[config.mk]
export PLATFORM = sky130hd
export DESIGN_NAME = audiometry_staircase_sequencer_top
export DESIGN_NICKNAME = d
export VERILOG_FILES = /design/src/rtl/core/stair_pkg.sv /design/src/rtl/core/audiometry_staircase_sequencer_top.sv
export SDC_FILE = /design/constraint.sdc
export NUM_CORES = 1
export LEC_CHECK = 0
export ABC_AREA = 1
export BUFFER_PORTS_ARGS = -buffer_cell sky130_fd_sc_hd__buf_2
export CAP_MARGIN = 25
export CORE_AREA = 2 2 126 128
export DETAILED_ROUTE_END_ITERATION = 8
export DIE_AREA = 0 0 128 130
export GPL_TIMING_DRIVEN = 1
export HOLD_SLACK_MARGIN = 0.12
export PLACE_DENSITY = 0.52
export SKIP_CTS_REPAIR_TIMING = 1
export SYNTH_ARGS = -nofsm -noshare
export SYNTH_HDL_FRONTEND = slang
export SYNTH_SLANG_ARGS = --single-unit
[constraint.sdc]
create_clock -name clock -period 5.85 [get_ports clock]
set_clock_uncertainty 0.15 [all_clocks]
set_input_delay 0.2925 -clock clock [delete_from_list [all_inputs] [get_ports clock]]
set_output_delay 0.2925 -clock clock [all_outputs]
set_load 0.005 [all_outputs]
[src/rtl/core/stair_pkg.sv]
`timescale 1ns / 1ps

package stair_pkg;

   // Largest number of test frequencies per channel that the block is built for.
   localparam int MAX_FREQS_DEFAULT = 8;

   // Field widths of the transactions and registers.
   localparam int LEVEL_W     = 4;
   localparam int TRIAL_W     = 6;
   localparam int REV_LIMIT_W = 4;
   localparam int FCOUNT_W    = 4;
   localparam int OPTION_W    = 2;
   localparam int THRESH_W    = 5;
   localparam int POS_W       = 3;
   localparam int DONE_W      = 5;
   localparam int RUN_W       = 2;
   localparam int CSR_INDEX_W = 3;
   localparam int CSR_DATA_W  = 6;

   // The reversal count can dip below zero when the reversal limit is set
   // below two; it is kept in two's complement with room for a whole frequency.
   localparam int REV_W = 8;

   // Register reset values.
   localparam logic [LEVEL_W-1:0]     TOP_LEVEL_RESET      = 4'd8;
   localparam logic [LEVEL_W-1:0]     FLOOR_LEVEL_RESET    = 4'd0;
   localparam logic [TRIAL_W-1:0]     TRIAL_LIMIT_RESET    = 6'd50;
   localparam logic [REV_LIMIT_W-1:0] REVERSAL_LIMIT_RESET = 4'd3;
   localparam logic                   WRONG_RUN_EN_RESET   = 1'b0;
   localparam logic [FCOUNT_W-1:0]    FREQ_COUNT_RESET     = 4'd4;

   // Constants of the staircase rules.
   localparam logic [RUN_W-1:0]    WRONG_RUN_END   = 2'd3;
   localparam logic [REV_W:0]      REVERSAL_MARGIN = 9'd2;
   localparam logic [TRIAL_W-1:0]  TRIAL_SAT       = 6'd63;
   localparam logic [REV_W-1:0]    REVERSAL_SAT    = 8'd15;
   localparam logic [DONE_W-1:0]   DONE_SAT        = 5'd31;
   localparam logic [OPTION_W-1:0] NO_ANSWER       = 2'd3;

   // Item kinds.
   localparam logic KIND_START = 1'b0;
   localparam logic KIND_TRIAL = 1'b1;

   // Configuration register indexes.
   typedef enum logic [CSR_INDEX_W-1:0] {
      CSR_TOP_LEVEL      = 3'd0,
      CSR_FLOOR_LEVEL    = 3'd1,
      CSR_TRIAL_LIMIT    = 3'd2,
      CSR_REVERSAL_LIMIT = 3'd3,
      CSR_WRONG_RUN_EN   = 3'd4,
      CSR_FREQ_COUNT     = 3'd5
   } csr_index_type;

   typedef struct packed {
      logic                kind;
      logic [OPTION_W-1:0] asked_option;
      logic [OPTION_W-1:0] response_option;
   } req_item_type;

   typedef struct packed {
      logic                accepted;
      logic                answer_correct;
      logic [LEVEL_W-1:0]  trial_level;
      logic [LEVEL_W-1:0]  next_level;
      logic                frequency_done;
      logic [THRESH_W-1:0] threshold_level;
      logic [POS_W-1:0]    freq_position;
      logic                channel_right;
      logic                test_done;
      logic [DONE_W-1:0]   completed_count;
   } rsp_item_type;

endpackage

[src/rtl/core/audiometry_staircase_sequencer_top.sv]
`timescale 1ns / 1ps

// Adaptive up-down staircase sequencer for a hearing test. A start transaction
// (kind 0) arms the test at the first frequency of the left ear; each trial
// transaction (kind 1) carries the option slot that held the tone and the
// listener's choice, and produces exactly one result transaction with the level
// used, the level for the next tone and, when the frequency finishes, its
// threshold and the next frequency and ear. A correct answer lowers the level
// index by one, a wrong one raises it, saturating at zero and at top_level. A
// frequency ends on the floor level, the trial limit, level zero, the reversal
// limit or, if enabled, three wrong answers in a row. The block takes one
// transaction per clock cycle while the result is not stalled; the edge that
// accepts a request loads the input register, a later edge moves it into the
// result register once that is empty or being emptied, and the result is
// presented from then on. The staircase state is updated in the same cycle that
// the result register is loaded, so consecutive trials see each other's effect with no gap.
// The input register can still take one transaction while a finished result is
// stalled, so up to two transactions are held inside. Configuration registers
// may be written at any edge but should only change while no transaction is held.
module audiometry_staircase_sequencer_top
   import stair_pkg::*;
#(
   parameter int MAX_FREQS = MAX_FREQS_DEFAULT
) (
   input  logic                   clock,
   input  logic                   reset,

   input  logic                   csr_write_enable,
   input  logic [CSR_INDEX_W-1:0] csr_index,
   input  logic [CSR_DATA_W-1:0]  csr_write_data,

   input  logic                   req_valid,
   output logic                   req_stall,
   input  logic                   req_kind,
   input  logic [OPTION_W-1:0]    req_asked_option,
   input  logic [OPTION_W-1:0]    req_response_option,

   output logic                   rsp_valid,
   input  logic                   rsp_stall,
   output logic                   rsp_accepted,
   output logic                   rsp_answer_correct,
   output logic [LEVEL_W-1:0]     rsp_trial_level,
   output logic [LEVEL_W-1:0]     rsp_next_level,
   output logic                   rsp_frequency_done,
   output logic [THRESH_W-1:0]    rsp_threshold_level,
   output logic [POS_W-1:0]       rsp_freq_position,
   output logic                   rsp_channel_right,
   output logic                   rsp_test_done,
   output logic [DONE_W-1:0]      rsp_completed_count
);

   // The frequency index holds at most MAX_FREQS - 1; its increment reaches MAX_FREQS.
   localparam int FIDX_W = (MAX_FREQS > 1) ? $clog2(MAX_FREQS + 1) : 1;
   localparam logic [DONE_W-1:0] MAX_FREQS_V = DONE_W'(MAX_FREQS);

   // Configuration registers.
   logic [LEVEL_W-1:0]     top_level_ff;
   logic [LEVEL_W-1:0]     floor_level_ff;
   logic [TRIAL_W-1:0]     trial_limit_ff;
   logic [REV_LIMIT_W-1:0] reversal_limit_ff;
   logic                   wrong_run_en_ff;
   logic [FCOUNT_W-1:0]    freq_count_ff;

   // Staircase state.
   logic                   active_ff, active_in;
   logic [LEVEL_W-1:0]     level_ff, level_in;
   logic [TRIAL_W-1:0]     trial_count_ff, trial_count_in;
   logic                   down_now_ff, down_now_in;
   logic                   down_before_ff, down_before_in;
   logic signed [REV_W-1:0] reversal_ff, reversal_in;
   logic [RUN_W-1:0]       wrong_run_ff, wrong_run_in;
   logic [FIDX_W-1:0]      freq_index_ff, freq_index_in;
   logic                   right_ff, right_in;
   logic [DONE_W-1:0]      done_count_ff, done_count_in;

   // Input and result stages.
   logic                   in_valid_ff, in_valid_in;
   req_item_type           in_item_ff;
   logic                   out_valid_ff, out_valid_in;
   rsp_item_type           out_item_ff, out_item_in;

   logic                   req_take;
   logic                   stage_take;
   logic                   rsp_take;

   // Working values of one trial.
   logic                   correct;
   logic [LEVEL_W-1:0]     moved_level;
   logic                   moved_down;
   logic signed [REV_W-1:0] moved_reversal;
   logic signed [REV_W:0]  rev_plus_margin;
   logic                   margin_hit;
   logic                   rev_below_sat;
   logic [RUN_W-1:0]       run_next;
   logic [TRIAL_W-1:0]     trial_next;
   logic                   freq_end;
   logic [DONE_W-1:0]      nfreq;
   logic [DONE_W-1:0]      fidx_inc;
   logic [DONE_W-1:0]      fidx_after;
   logic [DONE_W-1:0]      done_inc;

   // ------------------------------------------------------------------
   // Handshake. The input register refills as soon as its transaction
   // moves into the result register, which may happen while the result
   // register is being emptied in the same cycle.
   // ------------------------------------------------------------------
   assign rsp_take   = out_valid_ff && !rsp_stall;
   assign stage_take = in_valid_ff && (!out_valid_ff || !rsp_stall);
   assign req_stall  = in_valid_ff && out_valid_ff && rsp_stall;
   assign req_take   = req_valid && !req_stall;

   always_comb begin
      in_valid_in = in_valid_ff;
      if (req_take) begin
         in_valid_in = 1'b1;
      end else if (stage_take) begin
         in_valid_in = 1'b0;
      end
      out_valid_in = out_valid_ff;
      if (stage_take) begin
         out_valid_in = 1'b1;
      end else if (rsp_take) begin
         out_valid_in = 1'b0;
      end
   end

   // ------------------------------------------------------------------
   // Staircase step: one trial or start transaction against the state.
   // ------------------------------------------------------------------
   always_comb begin
      // Answer and wrong-answer run.
      correct = (in_item_ff.response_option != NO_ANSWER) &&
                (in_item_ff.response_option == in_item_ff.asked_option);
      if (correct) begin
         run_next = '0;
      end else if (wrong_run_ff < WRONG_RUN_END) begin
         run_next = wrong_run_ff + 2'd1;
      end else begin
         run_next = wrong_run_ff;
      end
      trial_next = (trial_count_ff < TRIAL_SAT) ? trial_count_ff + 6'd1 : trial_count_ff;

      // Level step; the direction only changes when the level really moves.
      moved_level = level_ff;
      moved_down  = down_now_ff;
      if (correct) begin
         if (level_ff != '0) begin
            moved_level = level_ff - 4'd1;
            moved_down  = 1'b1;
         end
      end else if (level_ff < top_level_ff) begin
         moved_level = level_ff + 4'd1;
         moved_down  = 1'b0;
      end

      // Reversal count, compared as the unsigned word it would be if it went negative.
      rev_below_sat   = !reversal_ff[REV_W-1] && (reversal_ff < $signed(REVERSAL_SAT));
      rev_plus_margin = $signed({reversal_ff[REV_W-1], reversal_ff}) +
                        $signed(REVERSAL_MARGIN);
      margin_hit      = rev_plus_margin[REV_W] ||
                        (rev_plus_margin > $signed({5'b0, reversal_limit_ff}));
      moved_reversal  = reversal_ff;
      if (down_before_ff && !moved_down) begin
         if (rev_below_sat) begin
            moved_reversal = reversal_ff + 8'sd1;
         end
      end else if (down_before_ff && moved_down) begin
         if (margin_hit) begin
            moved_reversal = reversal_ff - 8'sd1;
         end
      end

      freq_end = (moved_level <= floor_level_ff) || (trial_next >= trial_limit_ff) ||
                 (moved_level == '0) ||
                 (moved_reversal == $signed({4'b0, reversal_limit_ff})) ||
                 (wrong_run_en_ff && (run_next >= WRONG_RUN_END));

      // Frequency sequencing with the count clamped to 1 .. MAX_FREQS.
      if (freq_count_ff == '0) begin
         nfreq = 5'd1;
      end else if (DONE_W'(freq_count_ff) > MAX_FREQS_V) begin
         nfreq = MAX_FREQS_V;
      end else begin
         nfreq = DONE_W'(freq_count_ff);
      end
      fidx_inc   = DONE_W'(freq_index_ff) + 5'd1;
      fidx_after = (fidx_inc >= nfreq) ? '0 : fidx_inc;
      done_inc   = (done_count_ff < DONE_SAT) ? done_count_ff + 5'd1 : done_count_ff;

      // Defaults: state holds.
      active_in      = active_ff;
      level_in       = level_ff;
      trial_count_in = trial_count_ff;
      down_now_in    = down_now_ff;
      down_before_in = down_before_ff;
      reversal_in    = reversal_ff;
      wrong_run_in   = wrong_run_ff;
      freq_index_in  = freq_index_ff;
      right_in       = right_ff;
      done_count_in  = done_count_ff;

      out_item_in                 = '0;
      out_item_in.trial_level     = level_ff;
      out_item_in.next_level      = level_ff;
      out_item_in.freq_position   = POS_W'(DONE_W'(freq_index_ff));
      out_item_in.channel_right   = right_ff;

      if (in_item_ff.kind == KIND_START) begin
         // Re-arm from scratch, also in the middle of a test.
         active_in      = 1'b1;
         level_in       = top_level_ff;
         trial_count_in = '0;
         down_now_in    = 1'b1;
         down_before_in = 1'b1;
         reversal_in    = '0;
         wrong_run_in   = '0;
         freq_index_in  = '0;
         right_in       = 1'b0;
         done_count_in  = '0;
         out_item_in.accepted      = 1'b1;
         out_item_in.trial_level   = top_level_ff;
         out_item_in.next_level    = top_level_ff;
         out_item_in.freq_position = '0;
         out_item_in.channel_right = 1'b0;
      end else if (active_ff) begin
         wrong_run_in   = run_next;
         down_now_in    = moved_down;
         down_before_in = moved_down;
         out_item_in.accepted        = 1'b1;
         out_item_in.answer_correct  = correct;
         out_item_in.trial_level     = level_ff;
         out_item_in.completed_count = done_count_ff;
         if (freq_end) begin
            level_in       = top_level_ff;
            trial_count_in = '0;
            reversal_in    = '0;
            done_count_in  = done_inc;
            freq_index_in  = FIDX_W'(fidx_after);
            out_item_in.frequency_done  = 1'b1;
            out_item_in.threshold_level = THRESH_W'(moved_level) + THRESH_W'(moved_down);
            out_item_in.completed_count = done_inc;
            out_item_in.next_level      = top_level_ff;
            out_item_in.freq_position   = POS_W'(fidx_after);
            out_item_in.channel_right   = right_ff;
            if (fidx_inc >= nfreq) begin
               if (!right_ff) begin
                  right_in = 1'b1;
                  out_item_in.channel_right = 1'b1;
               end else begin
                  // Both ears finished: report and fall back to idle.
                  active_in     = 1'b0;
                  right_in      = 1'b0;
                  done_count_in = '0;
                  out_item_in.channel_right = 1'b0;
                  out_item_in.test_done     = 1'b1;
               end
            end
         end else begin
            level_in       = moved_level;
            trial_count_in = trial_next;
            reversal_in    = moved_reversal;
            out_item_in.next_level = moved_level;
         end
      end
   end

   // ------------------------------------------------------------------
   // Registers.
   // ------------------------------------------------------------------
   always_ff @(posedge clock) begin
      if (reset) begin
         top_level_ff      <= TOP_LEVEL_RESET;
         floor_level_ff    <= FLOOR_LEVEL_RESET;
         trial_limit_ff    <= TRIAL_LIMIT_RESET;
         reversal_limit_ff <= REVERSAL_LIMIT_RESET;
         wrong_run_en_ff   <= WRONG_RUN_EN_RESET;
         freq_count_ff     <= FREQ_COUNT_RESET;
      end else if (csr_write_enable) begin
         case (csr_index_type'(csr_index))
            CSR_TOP_LEVEL:      top_level_ff      <= csr_write_data[LEVEL_W-1:0];
            CSR_FLOOR_LEVEL:    floor_level_ff    <= csr_write_data[LEVEL_W-1:0];
            CSR_TRIAL_LIMIT:    trial_limit_ff    <= csr_write_data[TRIAL_W-1:0];
            CSR_REVERSAL_LIMIT: reversal_limit_ff <= csr_write_data[REV_LIMIT_W-1:0];
            CSR_WRONG_RUN_EN:   wrong_run_en_ff   <= csr_write_data[0];
            CSR_FREQ_COUNT:     freq_count_ff     <= csr_write_data[FCOUNT_W-1:0];
            default: ;
         endcase
      end
   end

   always_ff @(posedge clock) begin
      if (reset) begin
         active_ff      <= 1'b0;
         level_ff       <= TOP_LEVEL_RESET;
         trial_count_ff <= '0;
         down_now_ff    <= 1'b1;
         down_before_ff <= 1'b1;
         reversal_ff    <= '0;
         wrong_run_ff   <= '0;
         freq_index_ff  <= '0;
         right_ff       <= 1'b0;
         done_count_ff  <= '0;
         in_valid_ff    <= 1'b0;
         out_valid_ff   <= 1'b0;
      end else begin
         in_valid_ff  <= in_valid_in;
         out_valid_ff <= out_valid_in;
         if (stage_take) begin
            active_ff      <= active_in;
            level_ff       <= level_in;
            trial_count_ff <= trial_count_in;
            down_now_ff    <= down_now_in;
            down_before_ff <= down_before_in;
            reversal_ff    <= reversal_in;
            wrong_run_ff   <= wrong_run_in;
            freq_index_ff  <= freq_index_in;
            right_ff       <= right_in;
            done_count_ff  <= done_count_in;
         end
      end
   end

   // Payload registers carry no reset.
   always_ff @(posedge clock) begin
      if (req_take) begin
         in_item_ff.kind            <= req_kind;
         in_item_ff.asked_option    <= req_asked_option;
         in_item_ff.response_option <= req_response_option;
      end
      if (stage_take) begin
         out_item_ff <= out_item_in;
      end
   end

   assign rsp_valid           = out_valid_ff;
   assign rsp_accepted        = out_item_ff.accepted;
   assign rsp_answer_correct  = out_item_ff.answer_correct;
   assign rsp_trial_level     = out_item_ff.trial_level;
   assign rsp_next_level      = out_item_ff.next_level;
   assign rsp_frequency_done  = out_item_ff.frequency_done;
   assign rsp_threshold_level = out_item_ff.threshold_level;
   assign rsp_freq_position   = out_item_ff.freq_position;
   assign rsp_channel_right   = out_item_ff.channel_right;
   assign rsp_test_done       = out_item_ff.test_done;
   assign rsp_completed_count = out_item_ff.completed_count;

   // ------------------------------------------------------------------
   // Assertions.
   // ------------------------------------------------------------------
   a_idle_counts_clear: assert property (@(posedge clock) disable iff (reset)
      !active_ff |-> (trial_count_ff == '0) && (done_count_ff == '0))
      else $error("counters not clear while idle");

   a_freq_index_range: assert property (@(posedge clock) disable iff (reset)
      DONE_W'(freq_index_ff) < MAX_FREQS_V)
      else $error("frequency index out of range");

   a_test_done_ends_freq: assert property (@(posedge clock) disable iff (reset)
      out_valid_ff && out_item_ff.test_done |-> out_item_ff.frequency_done && !active_ff)
      else $error("test finished without ending a frequency or going idle");

   a_stalled_input_held: assert property (@(posedge clock) disable iff (reset)
      in_valid_ff && out_valid_ff && rsp_stall |=> in_valid_ff)
      else $error("input transaction lost while the result was stalled");

   a_ignored_trial_quiet: assert property (@(posedge clock) disable iff (reset)
      out_valid_ff && !out_item_ff.accepted |->
         !out_item_ff.frequency_done && !out_item_ff.answer_correct)
      else $error("ignored trial reported progress");

endmodule

## Yosys cells after proc, flatten, opt, wreduce, memory -nomap -nowiden

Index checks and enable logic that the tools add are counted.
W data, S select, Z words.

| word-level totals | value |
|---|---|
| flip-flop bits (word level) | 88 |
| bits in latches | 0 |
| RAM bits | 0 |
| bits in read-only memories | 0 |
| input port bits | 19 |
| output and inout port bits | 28 |
| logic and storage cells | 157 |
| memories | 0 |

| cells by class | value |
|---|---|
| $add $sub $neg | 10 |
| multipliers | 0 |
| divide/modulo/power cells | 0 |
| order comparisons | 11 |
| equality and inequality tests | 11 |
| shift-type cells | 0 |
| multiplexer cells | 56 |
| bitwise operators | 0 |
| reductions and logical operators | 39 |

Operators with widths:

| operator | number |
|---|---|
| $mux W8 | 8 |
| $mux W4 | 12 |
| $mux W5 | 6 |
| $mux W26 | 1 |
| $mux W6 | 4 |
| $mux W1 | 19 |
| $mux W16 | 1 |
| $reduce_and A2 Y1 | 8 |
| $logic_and A1 B1 Y1 | 10 |
| $mux W2 | 5 |
| $add A8 B3 Y9 const B | 1 |
| $gt A9 B5 Y1 | 1 |
| $add A8 B2 Y8 const B | 1 |
| $eq A8 B5 Y1 | 1 |
| $logic_not A4 Y1 | 2 |
| $lt A8 B5 Y1 const B | 1 |
| $reduce_and A4 Y1 | 2 |
| $sub A8 B2 Y8 const B | 1 |
| $add A6 B1 Y6 const B | 1 |
| $eq A3 B2 Y1 const B | 2 |
| $eq A3 B3 Y1 const B | 2 |
| $ge A6 B6 Y1 | 1 |
| $logic_or A1 B1 Y1 | 6 |
| $lt A6 B6 Y1 const B | 1 |
| other kinds (22) | 30 |

## Depth between registers and ports, before layout

Gate-level depths: netlist of the first run.

| depth | value |
|---|---|
| depth in word-level cells | 12 |
| mapped depth | 25 |
| depth with buffers taken out | 25 |

## Worst setup path before layout of the first run

No wires, ideal clock.

| path | value |
|---|---|
| path kind | register to register |
| from | register trial_count_ff[1] |
| to | register out_item_ff (netlist bit rsp_completed_count[0]), data pin |
| setup time | 0.262 ns |
| arrival time | 2.850 ns |
| data required time | 5.438 ns |
| setup slack | 2.588 ns |
| cell stages (with the launch flop) | 18 |
| path buffers | 1 |
| clock period less this slack | 3.262 ns |
| cells stage by stage | dfxtp_1 ha_1 nand3_1 nor2_1 nand2_1 mux2_2 ha_1 a21boi_0 o21a_1 o21ai_0 a21boi_0 o21ai_0 nand4_1 nor2_2 nand2_4 buf_6 o21ai_0 a21oi_1 |

| on the way | value |
|---|---|
| word-level cells in the longest chain between the ends | 8 |
| elaborated cells on any way between the ends | 9 |
| classes of those cells | add/sub: 1; order compare: 2; mux: 2; reduce/logical: 4 |

Ends and longest elaborated chain:

| what | line | text |
|---|---|---|
| start: declaration | audiometry_staircase_sequencer_top.sv:67 | `logic [TRIAL_W-1:0] trial_count_ff, trial_count_in;` |
| start signal: assignment | audiometry_staircase_sequencer_top.sv:311 | `trial_count_ff <= trial_count_in;` |
| $add A6 B1 Y6 or $lt A6 B6 Y1 (tied branches) | audiometry_staircase_sequencer_top.sv:141 | `trial_next = (trial_count_ff < TRIAL_SAT) ? trial_count_ff + 6'd1 : trial_count_ff;` |
| $mux W6 * | audiometry_staircase_sequencer_top.sv:141 |  |
| $ge A6 B6 Y1 * | audiometry_staircase_sequencer_top.sv:173 | `freq_end = (moved_level <= floor_level_ff) \|\| (trial_next >= trial_limit_ff) \|\|` |
| $logic_or A1 B1 Y1 * (2 in a row) | audiometry_staircase_sequencer_top.sv:173 |  |
| $logic_or A1 B1 Y1 * | audiometry_staircase_sequencer_top.sv:174 | `(moved_level == '0) \|\|` |
| $logic_or A1 B1 Y1 * | audiometry_staircase_sequencer_top.sv:175 | `(moved_reversal == $signed({4'b0, reversal_limit_ff})) \|\|` |
| $mux W16 * | audiometry_staircase_sequencer_top.sv:233 | `if (freq_end) begin` |
| end signal: assignment | audiometry_staircase_sequencer_top.sv:331 | `out_item_ff <= out_item_in;` |
| end: declaration | audiometry_staircase_sequencer_top.sv:80 | `rsp_item_type out_item_ff, out_item_in;` |

Mark *: on every way between the ends. The rest lies on a longest branch, timed or not.
A chain may end at the register's enable or synchronous reset.

## Worst setup path after layout of the first run

| path | value |
|---|---|
| from | register in_item_ff[0] in the netlist's numbering |
| to | register trial_count_ff[1] |

| on the way | value |
|---|---|
| word-level cells in the longest chain between the ends | 12 |
| elaborated cells on any way between the ends | 23 |
| classes of those cells | order compare: 2; eq/ne: 3; mux: 8; reduce/logical: 10 |

Ends and longest elaborated chain:

| what | line | text |
|---|---|---|
| start: declaration | audiometry_staircase_sequencer_top.sv:78 | `req_item_type in_item_ff;` |
| $ne A2 B2 Y1 or $eq A2 B2 Y1 (tied branches) | audiometry_staircase_sequencer_top.sv:132, audiometry_staircase_sequencer_top.sv:133 |  |
| $logic_and A1 B1 Y1 * | audiometry_staircase_sequencer_top.sv:132 | `correct = (in_item_ff.response_option != NO_ANSWER) &&` |
| $mux W1 | audiometry_staircase_sequencer_top.sv:146 | `if (correct) begin` |
| $logic_and A1 B1 Y1 or $logic_not A1 Y1 (tied branches) | audiometry_staircase_sequencer_top.sv:167, audiometry_staircase_sequencer_top.sv:163 |  |
| $mux W8 or $logic_and A1 B1 Y1 (tied branches) | audiometry_staircase_sequencer_top.sv:167, audiometry_staircase_sequencer_top.sv:163 |  |
| $mux W8 | audiometry_staircase_sequencer_top.sv:163 | `if (down_before_ff && !moved_down) begin` |
| $eq A8 B5 Y1 | audiometry_staircase_sequencer_top.sv:175 |  |
| $logic_or A1 B1 Y1 | audiometry_staircase_sequencer_top.sv:174 |  |
| $logic_or A1 B1 Y1 * | audiometry_staircase_sequencer_top.sv:175 |  |
| $mux W6 * | audiometry_staircase_sequencer_top.sv:233 |  |
| $mux W6 * | audiometry_staircase_sequencer_top.sv:225 | `end else if (active_ff) begin` |
| $mux W6 * | audiometry_staircase_sequencer_top.sv:208 | `if (in_item_ff.kind == KIND_START) begin` |

Mark *: on every way between the ends. The rest lies on a longest branch, timed or not. The select of a mux whose other input is x is not followed.

==> impl_metrics.py, run 1 <==
metrics = {
    "timing": {
        "period_minus_slack_ns": 4.045,
        "fmax_mhz": 247.2,
        "worst_slew_pin_slew_ns": 0.8029,
        "finalMaxSlewViolations": 0,
        "setup_viol": 0,
        "fin_hold_ws_ns": 0.1053,
        "setup_tns_ns": 0,
        "period_share": 0.6915,
        "slew_headroom": 0.4634,
        "grt_setup_unrepaired": "no",
        "worst_slack_ns": 1.805,
        "hold_viol_final": 0,
    },
    "yosys": {
        "synth_compound_area_frac": 0.1397,
        "muxShareOfSynthArea": 0.002128,
        "synth_cells": 708,
        "yosysTopAreaCell": "dfxtp_1",
        "yosys.area.top_type_share": 0.2157,
        "synth_edf_count": 31,
        "synth-seq-cells": 88,
        "synth_adder_area_share": 0.08040,
        "syn_area_per_cell_um2": 7.474,
        "synth_common_cells": "nand2_1 (141), inv_1 (101), nor2_1 (68), dfxtp_1 (57), nand3_1 (55)",
        "postSynth.asyncResetShare": 0,
        "synthesis.nets": 761,
        "syn_area_um2": 5291,
        "ys_types": 42,
        "synth-main-ff-cell": "dfxtp_1",
        "synth.most_common_cell": "nand2_1",
        "yosysWarnings": 0,
        "netlist_top_cells_area": "dfxtp_1 (22%), edfxtp_1 (18%), nand2_1 (10%), ha_1 (8.0%), inv_1 (7.2%)",
        "synth_xor_xnor_area_share": 0.02152,
        "synthSimpleGateAreaFrac": 0.2679,
        "ys_seq_area_frac": 0.3916,
        "synth_top_family_by_area": "simple AND/OR/NAND/NOR gates",
    },
    "pwr": {
        "clkPwrFrac": 0.378,
        "p_int_mw": 1.109,
        "p_total_mw": 1.551,
        "swShare": 0.2845,
        "max-vdd-ir-drop_mv": 0.1352,
        "power.switching_uw": 441.1,
        "p_seq_frac": 0.437,
        "p_per_area_nw_per_um2": 255.3,
        "comb_power_share": 0.185,
        "p_leak_nw": 2.735,
    },
    "cts": {
        "clk_latency_ns": 0.34,
        "htreeDepth": 3,
        "cts_made_buffers": 9,
        "clk_pin_slew_ns": 0.06,
        "cts_tree": "built",
        "cts.path.max_buffers": 2,
        "root_buffer": "clkbuf_16",
        "cts_sinks": 88,
    },
    "critical_path": {
        "critPathKind": "register to register",
        "worstSetupStartpointType": "register",
        "crit_arrival_ns": 4.15,
        "endpoint_kind": "register",
        "crit_required_ns": 5.96,
        "critPathMaxFanout": 17,
        "rr_worst_depth": 13,
    },
    "route": {
        "dr.pass1.iters": 4,
        "num_vias": 4644,
        "drc": 0,
        "vias_per_cell": 4.863,
        "wl_per_cell_um": 13.42,
        "drt_iter0_markers": 255,
        "drt-total-wl_mm": 12.82,
        "drtAntennaViolNets": 0,
    },
    "die": {
        "fp-row-count": 46,
        "die_w_um": 128,
        "start_util": 0.3430,
        "die_area_um2": 16640,
        "ios": 47,
        "chipHeight_um": 130,
        "core-area_um2": 15420,
    },
    "grt": {
        "grt_start_max_net_pins": 31,
        "grt_pass1_wl_mm": 21.22,
        "grt_pass1_vias": 4474,
        "antenna_found_initial": 0,
        "grt_overflow": 0,
        "grt.total_usage": 0.1601,
    },
    "cells_and_area": {
        "fin_nets": 811,
        "area_growth_pct": 14.78,
        "antenna_cells": 0,
        "drive_above_1_share": 0.1298,
        "utilization": 0.3937,
    },
    "hold_path": {
        "holdPathStages": 3,
        "hold_class": "input port to register",
    },
    "placed_design": {
        "dp_slack_ns": 1.807,
        "portBuffers": 46,
        "dp_hpwl_mm": 9.694,
        "gp_congestion": 0.8697,
    },
    "flow_run": {
        "drv_cap": 0,
    },
    "run_status": {
        "status": "complete, no violations",
    },
}
## critical path, cell delays in order, from the launching register on
cell and delay [ns]:
edfxtp_1 0.40, xnor2_1 0.36, nand2_1 0.36, nand3_1 0.27, nand2_1 0.10, xor2_1 0.37, ha_1 0.32, a41oi_1 0.19
nand4_1 0.14, nor2_2 0.31, nand2_4 0.21, nor2_2 0.48, nand2_1 0.14, a21oi_1 0.16
## worst paths after layout
path | from | endpoint | slack, ns
min reg2reg | floor_level_ff[3] | floor_level_ff[3] | 0.32
min | rsp_stall | rsp_valid | 0.11
max reg2reg | in_item_ff[0] | trial_count_ff[1] | 1.80
max | in_item_ff[0] | trial_count_ff[1] | 1.80
## metrics by stage
step	std cells	cell area (um2)
after detailed placement	931	5693
after global routing	955	6073
after CTS	947	5993
after global placement	930	5665
after floorplan	708	5291
final	955	6073
## power groups by stage
stage,clock [mW],combinational (mW),sequential [mW]
after floorplan,0,0.208,0.687
after global placement,0,0.276,0.690
after detailed placement,0,0.282,0.690
after CTS,0.600,0.283,0.677
after global routing,0.625,0.326,0.680
final,0.587,0.286,0.677
## final cells by class
class / instances / area, um2
Fill cell: 1603 / 9351
Multi-Input combinational cell: 496 / 2711
Sequential cell: 88 / 2072
Inverter: 107 / 404.1
Timing Repair Buffer: 56 / 345.3
Clock buffer: 13 / 261.5
Tap cell: 192 / 240.2
Clock inverter: 3 / 38.79
## cells by family (layout without fill, tap and decap cells)
group	after synthesis	count (layout)
adders and majority gates	34	34
DFF	88	88
AOI/OAI and AO/OA	137	137
xor gates and xnor gates	13	13
and+or+nand+nor	311	311
muxes	1	1
buffers and inverters	124	179
## sequential cells by signal, summed over array words and instances, names as in the netlist, 2 cells and up
name and flops:
rsp_threshold_level 5, floor_level_ff 4, reversal_limit_ff 4, wrong_run_ff 2, rsp_freq_position 3, trial_limit_ff 6
freq_count_ff 4, in_item_ff 5, top_level_ff 4, rsp_next_level 4, freq_index_ff 4, rsp_completed_count 5
trial_count_ff 6, rsp_trial_level 4, done_count_ff 5, level_ff 4, reversal_ff 8
## placed cells by master (no fill, tap or decap), types with 3 or more instances in the layout
master         netlist  layout
o21bai_1             3       3
nor2_2              14      14
dfxtp_1             57      57
dlygate4sd3_1        0       8
inv_2                3       3
nor2_1              68      68
buf_2                3      46
nand2_2              4       4
edfxtp_1            31      31
o211ai_1             7       7
a21oi_1             54      53
o21ai_0             47      47
nor3_1               5       5
clkinv_1             2       3
o21ai_1             16      16
inv_1              101     101
nand3_2              4       4
nand4_1              8       8
nand2_1            141     141
nand3_1             55      55
ha_1                34      34
xnor2_1              4       4
xor2_1               9       9
clkbuf_1             8       3
clkbuf_16            0      10
nand2_4              4       4
## layer usage
metal	vias to the layer above	GRT usage	share of wire
met5	-	0	0
met4	0	0.07434	0.017
met3	14	0.02378	0.031
met2	79	0.2790	0.49
met1	2120	0.1961	0.46
li1	2431	-	-
No activity file was read; power rests on OpenSTA's default activity.
==> run 2: changes to the inputs <==
==> constraint.sdc (replaced) <==
create_clock -name clock -period 3.9 [get_ports clock]
set_clock_uncertainty 0.15 [all_clocks]
set_input_delay 0.195 -clock clock [delete_from_list [all_inputs] [get_ports clock]]
set_output_delay 0.195 -clock clock [all_outputs]
set_load 0.005 [all_outputs]
==> impl_metrics.py, run 2 (same netlist as run 1, synthesis figures left out) <==
metrics = {
    "timing": {
        "worst_slew_pin_slew_ns": 0.5630,
        "setup_viol": 0,
        "period_share": 0.9189,
        "fmax_mhz": 279.0,
        "grt_setup_unrepaired": "no",
        "slew_headroom": 0.6247,
        "worst_slack_ns": 0.3161,
        "period_minus_slack_ns": 3.584,
        "finalMaxSlewViolations": 0,
        "setup_tns_ns": 0,
        "hold_viol_final": 0,
    },
    "die": {
        "core-area_um2": 15420,
        "chipHeight_um": 130,
        "fp-row-count": 46,
        "die_w_um": 128,
        "die_area_um2": 16640,
        "start_util": 0.3430,
        "ios": 47,
    },
    "cts": {
        "cts_sinks": 88,
        "cts_made_buffers": 9,
        "clk_pin_slew_ns": 0.06,
        "cts.path.max_buffers": 2,
        "cts_tree": "built",
        "root_buffer": "clkbuf_16",
        "htreeDepth": 3,
        "clk_latency_ns": 0.34,
    },
    "cells_and_area": {
        "fin_nets": 829,
        "final_common_cell": "nand2_1",
        "top_regs": "reversal_ff x8, trial_count_ff x6, trial_limit_ff x6",
        "regMostFlops": "reversal_ff",
        "mostFrequentLayoutCells": "nand2_1 (140), inv_1 (101), nor2_1 (68), dfxtp_1 (57), nand3_1 (55)",
        "antenna_cells": 0,
        "drive_above_1_share": 0.1434,
        "stdcell_count": 973,
        "design_area_um2": 6235,
        "utilization": 0.4042,
        "largest_reg_flops": 8,
        "area_growth_pct": 17.83,
    },
    "pwr": {
        "p_seq_frac": 0.437,
        "clkPwrFrac": 0.367,
        "power.switching_uw": 658.0,
        "swShare": 0.2841,
        "p_leak_nw": 2.816,
        "comb_power_share": 0.196,
        "p_int_mw": 1.658,
        "max-vdd-ir-drop_mv": 0.2185,
        "p_per_area_nw_per_um2": 371.5,
    },
    "route": {
        "drt_iter0_markers": 287,
        "wl_per_cell_um": 13.33,
        "drtAntennaViolNets": 0,
        "drc": 0,
        "dr.pass1.iters": 5,
        "num_vias": 4708,
        "drt-total-wl_mm": 12.97,
        "vias_per_cell": 4.839,
    },
    "grt": {
        "met2_usage": 0.2796,
        "grt_start_max_net_pins": 35,
        "grt_pass1_wl_mm": 21.51,
        "grt_overflow": 0,
        "grtUsageMet3": 0.02665,
        "grt-busiest-layer": "met2",
        "grt.total_usage": 0.1628,
        "grtUsageMet1": 0.2031,
        "antenna_found_initial": 0,
        "grt_pass1_vias": 4440,
    },
    "placed_design": {
        "dp_slack_ns": 0.07522,
        "gp_congestion": 0.8685,
        "dpl_cell_area_um2": 5741,
        "dp_hpwl_mm": 9.709,
        "portBuffers": 46,
        "placed_cells": 940,
    },
    "critical_path": {
        "crit_arrival_ns": 3.71,
        "crit_required_ns": 4.02,
        "endpoint_kind": "register",
        "critPathMaxFanout": 17,
        "critPathKind": "register to register",
        "worstSetupStartpointType": "register",
    },
    "hold_path": {
        "hold_class": "input port to register",
    },
    "flow_run": {
        "drv_cap": 0,
    },
    "run_status": {
        "status": "complete, no violations",
    },
}
run 2: through the flow:
step | power, mW | hold WS (ns)
global placement | 1.459 | 0.2251
floorplan | 1.343 | 0.1405
global route | 2.444 | 0.1503
detailed placement | 1.464 | 0.2246
finish | 2.316 | 0.1050
CTS | 2.319 | -0.1343
run 2: final timing paths:
path,startpoint,endpoint,slack [ns],cells past startpoint
min,csr_index[2],wrong_run_en_ff,0.11,4
max reg2reg,trial_count_ff[1],reversal_ff[1],0.32,18
max,trial_count_ff[1],reversal_ff[1],0.32,18
min reg2reg,floor_level_ff[1],floor_level_ff[1],0.32,2
run 2: metal layers:
layer  wire length, um  vias to the layer above
met2              6210                       82
li1                  -                     2464
met1              6004                     2145
met4               278                        0
met5                 0                        -
met3               476                       17
run 2: power groups by stage:
stage               clock network (mW)  logic (mW)  registers, mW
global placement                     0       0.426           1.03
detailed placement                   0       0.431           1.03
CTS                              0.872       0.433           1.01
global route                     0.910       0.517           1.02
floorplan                            0       0.312           1.03
finish                           0.850       0.454           1.01
run 2: area by class of cell:
type                    instances  area [um2]
clock buffers                  12       246.5
inverters                     107       406.6
fillers                      1572        9190
flip-flops and latches         88        2072
well taps                     192       240.2
clock inverters                 4       45.04
repair buffers                 74       498.0
multi-input cells             496        2726
run 2: worst max-delay path: stages (launching register included):
cell	delay, ns
dfxtp_1	0.39
ha_1	0.22
nand3_1	0.11
nor2_1	0.13
nand2_1	0.16
mux2_2	0.32
ha_1	0.26
a21boi_0	0.12
o21a_1	0.17
o21ai_0	0.13
a21boi_0	0.10
o21ai_0	0.16
nand4_1	0.16
nor2_4	0.20
nand2_4	0.17
nor2_2	0.12
buf_4	0.21
nand3_1	0.10
a21oi_1	0.13
==> run 3: changes to the inputs <==
--- a/config.mk
+++ b/config.mk
@@ -6,7 +6,7 @@
 export NUM_CORES = 1
 export LEC_CHECK = 0
 export ABC_AREA = 1
-export BUFFER_PORTS_ARGS = -buffer_cell sky130_fd_sc_hd__buf_2
+export BUFFER_PORTS_ARGS = -buffer_cell sky130_fd_sc_hd__clkbuf_2
 export CAP_MARGIN = 25
 export CORE_AREA = 2 2 126 128
 export DETAILED_ROUTE_END_ITERATION = 8
==> impl_metrics.py, run 3 (same netlist as run 1, synthesis figures left out) <==
metrics = {
    "grt": {
        "grt_pass1_wl_mm": 21.04,
        "grt.total_usage": 0.1603,
        "grt_overflow": 0,
        "antenna_found_initial": 0,
        "grt_start_max_net_pins": 35,
        "grt_pass1_vias": 4279,
    },
    "pwr": {
        "clkPwrFrac": 0.389,
        "p_seq_frac": 0.424,
        "max-vdd-ir-drop_mv": 0.2246,
        "power.switching_uw": 672.5,
        "comb_power_share": 0.188,
        "p_leak_nw": 2.833,
        "p_int_mw": 1.720,
        "p_per_area_nw_per_um2": 382.5,
        "swShare": 0.2811,
    },
    "cts": {
        "cts_tree": "built",
        "cts.path.max_buffers": 2,
        "htreeDepth": 3,
        "cts_made_buffers": 9,
        "root_buffer": "clkbuf_16",
        "clk_pin_slew_ns": 0.06,
        "clk_latency_ns": 0.34,
        "cts_sinks": 88,
    },
    "cells_and_area": {
        "top_regs": "reversal_ff x8, trial_count_ff x6, trial_limit_ff x6",
        "final_common_cell": "nand2_1",
        "antenna_cells": 0,
        "area_growth_pct": 18.21,
        "regMostFlops": "reversal_ff",
        "nFillCells": 1587,
        "fin_nets": 830,
        "drive_above_1_share": 0.1432,
        "largest_reg_flops": 8,
        "mostFrequentLayoutCells": "nand2_1 (140), inv_1 (101), nor2_1 (68), dfxtp_1 (57), nand3_1 (55)",
    },
    "route": {
        "num_vias": 4718,
        "drtAntennaViolNets": 0,
        "drc": 0,
        "vias_per_cell": 4.844,
        "drt-total-wl_mm": 13.18,
        "drt_iter0_markers": 247,
        "dr.pass1.iters": 5,
        "wl_per_cell_um": 13.53,
    },
    "timing": {
        "worst_slew_pin_slew_ns": 0.6452,
        "slew_headroom": 0.5699,
        "fmax_mhz": 276.2,
        "hold_viol_final": 0,
        "finalMaxSlewViolations": 0,
        "worst_slack_ns": 0.2790,
        "period_minus_slack_ns": 3.621,
        "setup_viol": 0,
        "period_share": 0.9285,
        "setup_tns_ns": 0,
        "grt_setup_unrepaired": "no",
    },
    "critical_path": {
        "critPathMaxFanout": 17,
        "reg2reg_from": "trial_count_ff[1]",
        "crit_arrival_ns": 3.56,
        "reg2reg_to": "rsp_threshold_level[0]",
        "crit_required_ns": 3.84,
        "rr_worst_depth": 18,
        "endpoint_kind": "register",
        "r2r_slack_ns": 0.28,
        "worstSetupStartpointType": "register",
        "critPathKind": "register to register",
    },
    "hold_path": {
        "holdPathStages": 4,
        "hold_class": "input port to register",
        "hold_path.startpoint": "csr_write_enable",
        "hold-path-endpoint": "wrong_run_en_ff",
    },
    "die": {
        "core-area_um2": 15420,
        "start_util": 0.3430,
        "fp-row-count": 46,
        "chipHeight_um": 130,
        "die_w_um": 128,
        "die_area_um2": 16640,
        "ios": 47,
    },
    "placed_design": {
        "dp_slack_ns": 0.09082,
        "dp_hpwl_mm": 9.877,
        "gp_congestion": 0.8763,
        "portBuffers": 46,
    },
    "flow_run": {
        "drv_cap": 0,
    },
    "run_status": {
        "status": "complete, no violations",
    },
}
[run 3: worst max-delay path, cell delays in order, from the launching register on]
cell and delay [ns]:
dfxtp_1 0.39, ha_1 0.20, nand3_1 0.10, nor2_1 0.13, nand2_1 0.15, mux2_2 0.32
ha_1 0.27, a21boi_0 0.13, o21a_1 0.17, o21ai_0 0.14, a21boi_0 0.10, o21ai_0 0.18
nand4_1 0.15, nor2_4 0.24, nand2_4 0.17, nand2_4 0.13, nor2_4 0.05, inv_2 0.16
nor2_2 0.05
[run 3: how the worst max path moves through the flow]
stage / to / start
finish: rsp_threshold_level[0] / trial_count_ff[1]
global route: reversal_ff[2] / trial_count_ff[1]
CTS: rsp_test_done / in_item_ff[0]
detailed placement: rsp_test_done / in_item_ff[0]
global placement: reversal_ff[1] / in_item_ff[0]
floorplan: rsp_completed_count[0] / trial_count_ff[1]
[run 3: layout make-up]
class                      count  area (um2)  share of cell area
clock buffer                  12       246.5             0.03941
clock inverter                 4       67.56             0.01080
inverter                     107       404.1             0.06461
multi-input combinational    496        2719              0.4347
sequential                    88        2072              0.3313
tap                          192       240.2             0.03841
timing repair buffer          75       505.5             0.08082
[run 3: metrics by stage]
stage                 util  instance area (um2)  hold slack (ns)  instances  total power [mW]
global placement    0.3739                 5768           0.2259        942             1.460
CTS                 0.3943                 6082          -0.1304        958             2.395
global route        0.4055                 6255           0.1563        974             2.504
floorplan                -                 5291           0.1405        708             1.343
finish              0.4055                 6255           0.1188        974             2.392
detailed placement  0.3739                 5768           0.2271        942             1.466
[run 3: power groups by stage]
stage / clock network (mW) / logic, mW / registers (mW)
2_1_floorplan: 0 / 0.312 / 1.03
3_3_place_gp: 0 / 0.427 / 1.03
3_5_place_dp: 0 / 0.432 / 1.03
4_1_cts: 0.946 / 0.436 / 1.01
5_1_grt: 0.979 / 0.507 / 1.02
6_report: 0.930 / 0.449 / 1.01
[run 3: layer usage]
layer / vias to the layer above / global-route usage / wire, um
met2: 86 / 0.2781 / 6320
met4: 0 / 0.07304 / 298
met3: 21 / 0.02706 / 405
met5: - / 0 / 0
li1: 2470 / - / -
met1: 2141 / 0.1958 / 6159
